File: src/rtl/lpcp_pkg.sv
`timescale 1ns / 1ps
// Shared constants, codes and types for the lidar point projection block.
// Used by the stream interfaces, the divider, the square root and the top level.
package lpcp_pkg;

	// field widths
	localparam int PT_W       = 20;
	localparam int INT_W      = 8;
	localparam int PIX_W      = 18;
	localparam int IDX_W      = 8;
	localparam int OUTC_W     = 3;
	localparam int CFG_IDX_W  = 3;
	localparam int CFG_DATA_W = 64;

	// register indexes
	localparam logic [CFG_IDX_W-1:0] CFG_ROT0  = 3'd0;
	localparam logic [CFG_IDX_W-1:0] CFG_ROT1  = 3'd1;
	localparam logic [CFG_IDX_W-1:0] CFG_ROT2  = 3'd2;
	localparam logic [CFG_IDX_W-1:0] CFG_TRANS = 3'd3;
	localparam logic [CFG_IDX_W-1:0] CFG_INTR  = 3'd4;
	localparam logic [CFG_IDX_W-1:0] CFG_SIZE  = 3'd5;
	localparam logic [CFG_IDX_W-1:0] CFG_COLOR = 3'd6;
	localparam logic [CFG_IDX_W-1:0] CFG_VSRC  = 3'd7;

	// outcome codes
	localparam logic [OUTC_W-1:0] OUTC_KEPT    = 3'd0;
	localparam logic [OUTC_W-1:0] OUTC_INVALID = 3'd1;
	localparam logic [OUTC_W-1:0] OUTC_NEAR    = 3'd2;
	localparam logic [OUTC_W-1:0] OUTC_COLS    = 3'd3;
	localparam logic [OUTC_W-1:0] OUTC_ROWS    = 3'd4;

	// colour value sources
	localparam logic [1:0] VSRC_HEIGHT = 2'd1;
	localparam logic [1:0] VSRC_DIST   = 2'd2;

	// camera frame coordinates, mm Q.14
	localparam int CAM_W = 38;
	localparam logic signed [CAM_W-1:0] MIN_DEPTH_Q14 = CAM_W'(1000 * 16384);

	// divider: |c * f| / cz
	localparam int DIV_NUM_W = 53;
	localparam int DIV_DEN_W = 37;
	localparam int DIV_Q_W   = 30;

	// square root of x^2 + y^2 + z^2
	localparam int SQ_IN_W   = 40;
	localparam int SQ_OUT_W  = 20;
	localparam int SQ_SIDE_W = PT_W + INT_W;

	localparam int VAL_W   = 21;
	localparam int CPROD_W = 53;
	localparam int CSUM_W  = 54;

	// colour index waits for the divider
	localparam int COLOR_DLY = DIV_Q_W - SQ_OUT_W;

	localparam int COLOR_COUNT_DEF = 256;

	typedef struct packed {
		logic invalid;
		logic too_near;
	} lpcp_flags_t;

endpackage

File: src/rtl/lpcp_sqrt.sv
`timescale 1ns / 1ps
// Pipelined integer square root, one root bit per stage, with a passed-along side word.
// Depends on lpcp_pkg for widths.
module lpcp_sqrt (
	input  logic                              clk,
	input  logic                              en,
	input  logic [lpcp_pkg::SQ_IN_W-1:0]      rad,
	input  logic [lpcp_pkg::SQ_SIDE_W-1:0]    in_side,
	output logic [lpcp_pkg::SQ_OUT_W-1:0]     root,
	output logic [lpcp_pkg::SQ_SIDE_W-1:0]    out_side
);
	import lpcp_pkg::*;

	localparam int OW = SQ_OUT_W;
	localparam int TW = 2 * OW;

	logic [TW-1:0]        rem_s  [1:OW-1];
	logic [OW-1:0]        root_s [1:OW];
	logic [SQ_SIDE_W-1:0] side_s [1:OW];

	for (genvar k = 1; k <= OW; k++) begin : g_step
		localparam int B = OW - k;
		logic [TW-1:0]        rprev;
		logic [OW-1:0]        qprev;
		logic [SQ_SIDE_W-1:0] sprev;
		logic [TW-1:0]        tst;
		logic                 ge;
		logic [OW-1:0]        qnext;

		if (k == 1) begin : g_first
			assign rprev = TW'(rad);
			assign qprev = '0;
			assign sprev = in_side;
		end else begin : g_rest
			assign rprev = rem_s[k-1];
			assign qprev = root_s[k-1];
			assign sprev = side_s[k-1];
		end

		// (r + 2^B)^2 - r^2 = r * 2^(B+1) + 2^(2B); root bits so far all sit above B
		assign tst = (TW'(qprev) << (B + 1)) | (TW'(1) << (2 * B));
		assign ge  = rprev >= tst;

		always_comb begin
			qnext    = qprev;
			qnext[B] = ge;
		end

		always_ff @(posedge clk) begin
			if (en) begin
				root_s[k] <= qnext;
				side_s[k] <= sprev;
			end
		end

		if (k < OW) begin : g_carry
			always_ff @(posedge clk) begin
				if (en) begin
					rem_s[k] <= ge ? rprev - tst : rprev;
				end
			end
		end
	end

	assign root     = root_s[OW];
	assign out_side = side_s[OW];

endmodule
File: config.mk
export PLATFORM = sky130hd
export DESIGN_NAME = lpcp_sqrt
export DESIGN_NICKNAME = d
export VERILOG_FILES = /design/src/rtl/lpcp_pkg.sv /design/src/rtl/lpcp_sqrt.sv
export SDC_FILE = /design/constraint.sdc
export NUM_CORES = 2
export LEC_CHECK = 0
export ABC_CLOCK_PERIOD_IN_PS = 4480
export BUFFER_PORTS_ARGS = -buffer_cell sky130_fd_sc_hd__buf_2
export CAP_MARGIN = 20
export CORE_UTILIZATION = 58
export CTS_CLUSTER_DIAMETER = 150
export DETAILED_ROUTE_END_ITERATION = 8
export GPL_TIMING_DRIVEN = 0
export PLACE_DENSITY = 0.74
export SLEW_MARGIN = 20
export SYNTH_ARGS = -nofsm -noshare
export SYNTH_HDL_FRONTEND = slang
export SYNTH_SLANG_ARGS = --single-unit
File: constraint.sdc
create_clock -name clk -period 4.48 [get_ports clk]
set_clock_uncertainty 0.15 [all_clocks]
set_input_delay 0.448 -clock clk [delete_from_list [all_inputs] [get_ports clk]]
set_output_delay 0.448 -clock clk [all_outputs]
set_load 0.02 [all_outputs]
==> impl_results.md <==
- Status: completed
- Final Slew Violations: 0
- Vias per cell: approximately 5.5
- Most frequent cells in the layout: edfxtp_1, inv_1, nand2_1, nor2_1, ha_1
- Power Density: between 400 and 500 nW/um2
- Initial core utilization: between 50% and 60%
- GR Util met3: around 3.2%
- CP max FO: 7
- Worst hold path type: in -> reg
- Critical path class: reg -> reg
- Row Count: 120
- Setup bufs post-CTS: 0
- CP Data Required Time: 4.77 ns
- Hold Violations, Final: 0
- Max-Cap Viols: 0
- Die Span X: between 300 and 400 um
- Tcrit/Tclk final: between 90% and 100%
- Maximum clock rate: 226 MHz
- # H-tree levels: 4
- Final ANT Viol Nets: 0
- Final Setup Violations: 0
- Syn Area/Cell: approximately 15 um2
- Number of synthesized register bits: 1530
- Vias in the first global route: 33900
- P_leak: 25.9 nW
- First-pass GRT wire length: around 170000 um
- Met2 Use GR: 37.5%
- Fin cells: 5995
- Initial antenna violation count: 2
- RePlAce Congestion: about 0.96
- Synth cell types: 83
- Hpwl dp: 71600 um
- Worst Setup End Kind: register
- Least-Margin Pin Slew: about 1.1 ns
- Commonest non-fill, non-tap cell in the layout: edfxtp_1
- Gr usage total: 19.4%
- CTS max path bufs: 3
- Post-synth EDFFs: between 1500 and 2000
- Nets: roughly 4800
- Post-synthesis sequential area ratio: between 70% and 80%
- Setup ws final: between 0.05 and 0.06 ns
- IO Count: approximately 120
- Die height: 330 um
- Post-Route WL: between 100000 and 150000 um
- Die area: approximately 110000 um2
- DR vias: approximately 33000
- Port buffer count: between 100 and 150
- CTS clk-pin slew, worst paths: around 0.060 ns
- Router iterations before antenna repair: 7
- Crit start category: register
- Critical Path AT: 4.71 ns
- Root buffer cell: clkbuf_16
- Initial DRC Count: ~2000
- Clk sink count: about 1500
- Peak supply drop: around 0.39 mV
- Share of cells above drive strength 1: between 8 and 9%
- Slew HR: a little over a quarter
- Pin count of the biggest net entering global routing: ~160
- Mapped Nets: roughly 4400
- CTS tree: yes
- Number of synthesis warnings: 0
- Post-Syn Instances: between 4000 and 5000
- Min cycle time layout: 4.42 ns
- Reg area: approximately 46000 um2
- Unrepaired setup endpoints after global routing: false
- Met1 Resource Use GR: between 10% and 20%
- Core Region: roughly 110000 um2
- Ys flop type: edfxtp_1
- Cell Area, Synth: ~63000 um2
- Placed Cells: roughly 5700
- CTS buffer count: 151
- Post-synth ARST share: 0%
- Multi-input logic area: ~15000 um2
- Residual DRC: 0
- Area growth from synthesis to layout: 13.1%
- Fillers: roughly 7300
- GRT busiest layer: met2
- Clock latency on the worst-skew pair: about 0.77 ns
- Grt total ovfl: 0
- Setup WS pre-CTS: -0.279 ns
- Routed length per placed instance: roughly 17 um
## flip-flops by register name, summed over array words and instances (netlist names)
signal  flops
side_s    560
rem_s     760
root_s    210
## area by class of cell
| class | count | area share (%) |
|---|---|---|
| flip-flops and latches | 1530 | 64.9 |
| clock buffers | 185 | 5.55 |
| multi-input cells | 2272 | 21.8 |
| diodes | 3 | 0.0106 |
| plain buffers | 53 | 0.329 |
| clock inverters | 82 | 1.27 |
| well taps | 1403 | 2.48 |
| repair buffers | 196 | 2.21 |
| inverters | 271 | 1.44 |
## per-layer routing
layer / vias to the layer above / wire length (um)
li1: 16300 / -
met1: 15800 / 38500
met2: 684 / 57800
met3: 245 / 3400
met4: 0 / 4780
met5: - / 0
## power breakdown
group	switching (mW)	internal (mW)	total (mW)	leakage, nW
Clock	5.21	6.89	12.1	2.31
Sequential	0.809	17.5	18.3	14.8
Combinational	2.50	1.82	4.32	8.80
Total	8.52	26.3	34.8	25.9
## stage by stage
| stage | cell area (um2) | setup TNS (ns) | power (mW) | utilization [%] | hold slack (ns) |
|---|---|---|---|---|---|
| 2_1_floorplan | 62600 | 0 | 21.4 | - | 0.250 |
| 3_3_place_gp | 64900 | - | 23.4 | 60.6 | 0.250 |
| 3_5_place_dp | 65200 | -0.279 | 22.9 | 60.9 | 0.255 |
| 4_1_cts | 70700 | 0 | 35.1 | 66.1 | 0.00835 |
| 5_1_grt | 70700 | 0 | 36.3 | 66.1 | 0.0265 |
| 6_report | 70700 | 0 | 34.8 | 66.1 | 0.0141 |
## critical path, stage by stage, from the launching register on
cell,delay [ns]
edfxtp_1,0.40
ha_1,0.29
clkbuf_1,0.26
nand4_1,0.29
nor4_1,0.97
a211oi_1,0.31
nor4b_2,0.33
inv_2,0.21
nand2_1,0.07
a2111oi_0,0.65
xor2_1,0.17
## cells by family (layout without fill, tap and decap cells)
kind of cell / Yosys count / count (layout) / synth area share, %
xor+xnor: 320 / 320 / 4.48
other cells: 0 / 3 / 0
fa+ha+maj: 226 / 226 / 4.52
buf+inv: 324 / 787 / 2.00
compound gates: 631 / 631 / 6.22
simple gates: 1063 / 1063 / 8.77
mux: 32 / 32 / 0.560
flops: 1530 / 1530 / 73.4
## worst paths after layout
| kind | endpoint | from | cells after the start | slack, ns |
|---|---|---|---|---|
| setup / recovery | rem_s[0][715]$_DFFE_PP_ | rem_s[0][656]$_DFFE_PP_ | 10 | 0.06 |
| hold / removal | side_s[0][30]$_DFFE_PP_ | en | 1 | 0.01 |
| setup reg to reg | rem_s[0][715]$_DFFE_PP_ | rem_s[0][656]$_DFFE_PP_ | 10 | 0.06 |
| hold reg to reg | side_s[3][11]$_DFFE_PP_ | side_s[2][39]$_DFFE_PP_ | 0 | 0.26 |
## Yosys cell counts (40+ instances only)
master / instances / area (um2)
a21o_1: 56 / 420
a21oi_1: 197 / 986
edfxtp_1: 1530 / 45900
ha_1: 226 / 2830
inv_1: 268 / 1010
nand2_1: 243 / 912
nand2b_1: 45 / 282
nand3_1: 61 / 305
nand4_1: 40 / 250
nor2_1: 238 / 893
nor3_1: 118 / 591
nor4_1: 106 / 663
o21ai_0: 177 / 886
or3_1: 40 / 250
xnor2_1: 164 / 1440
xor2_1: 156 / 1370
## what timing repair did
| action | 4_1_cts | 5_1_grt |
|---|---|---|
| endpoints found under the setup margin | 1 | 1 |
| gates cloned | 0 | 0 |
| gates resized for setup | 2 | 2 |
| endpoints found under the hold margin | 69 | 0 |
| hold buffers | 69 | 0 |
| pin swaps | 0 | 0 |
No activity file was read; power rests on OpenSTA's default activity.
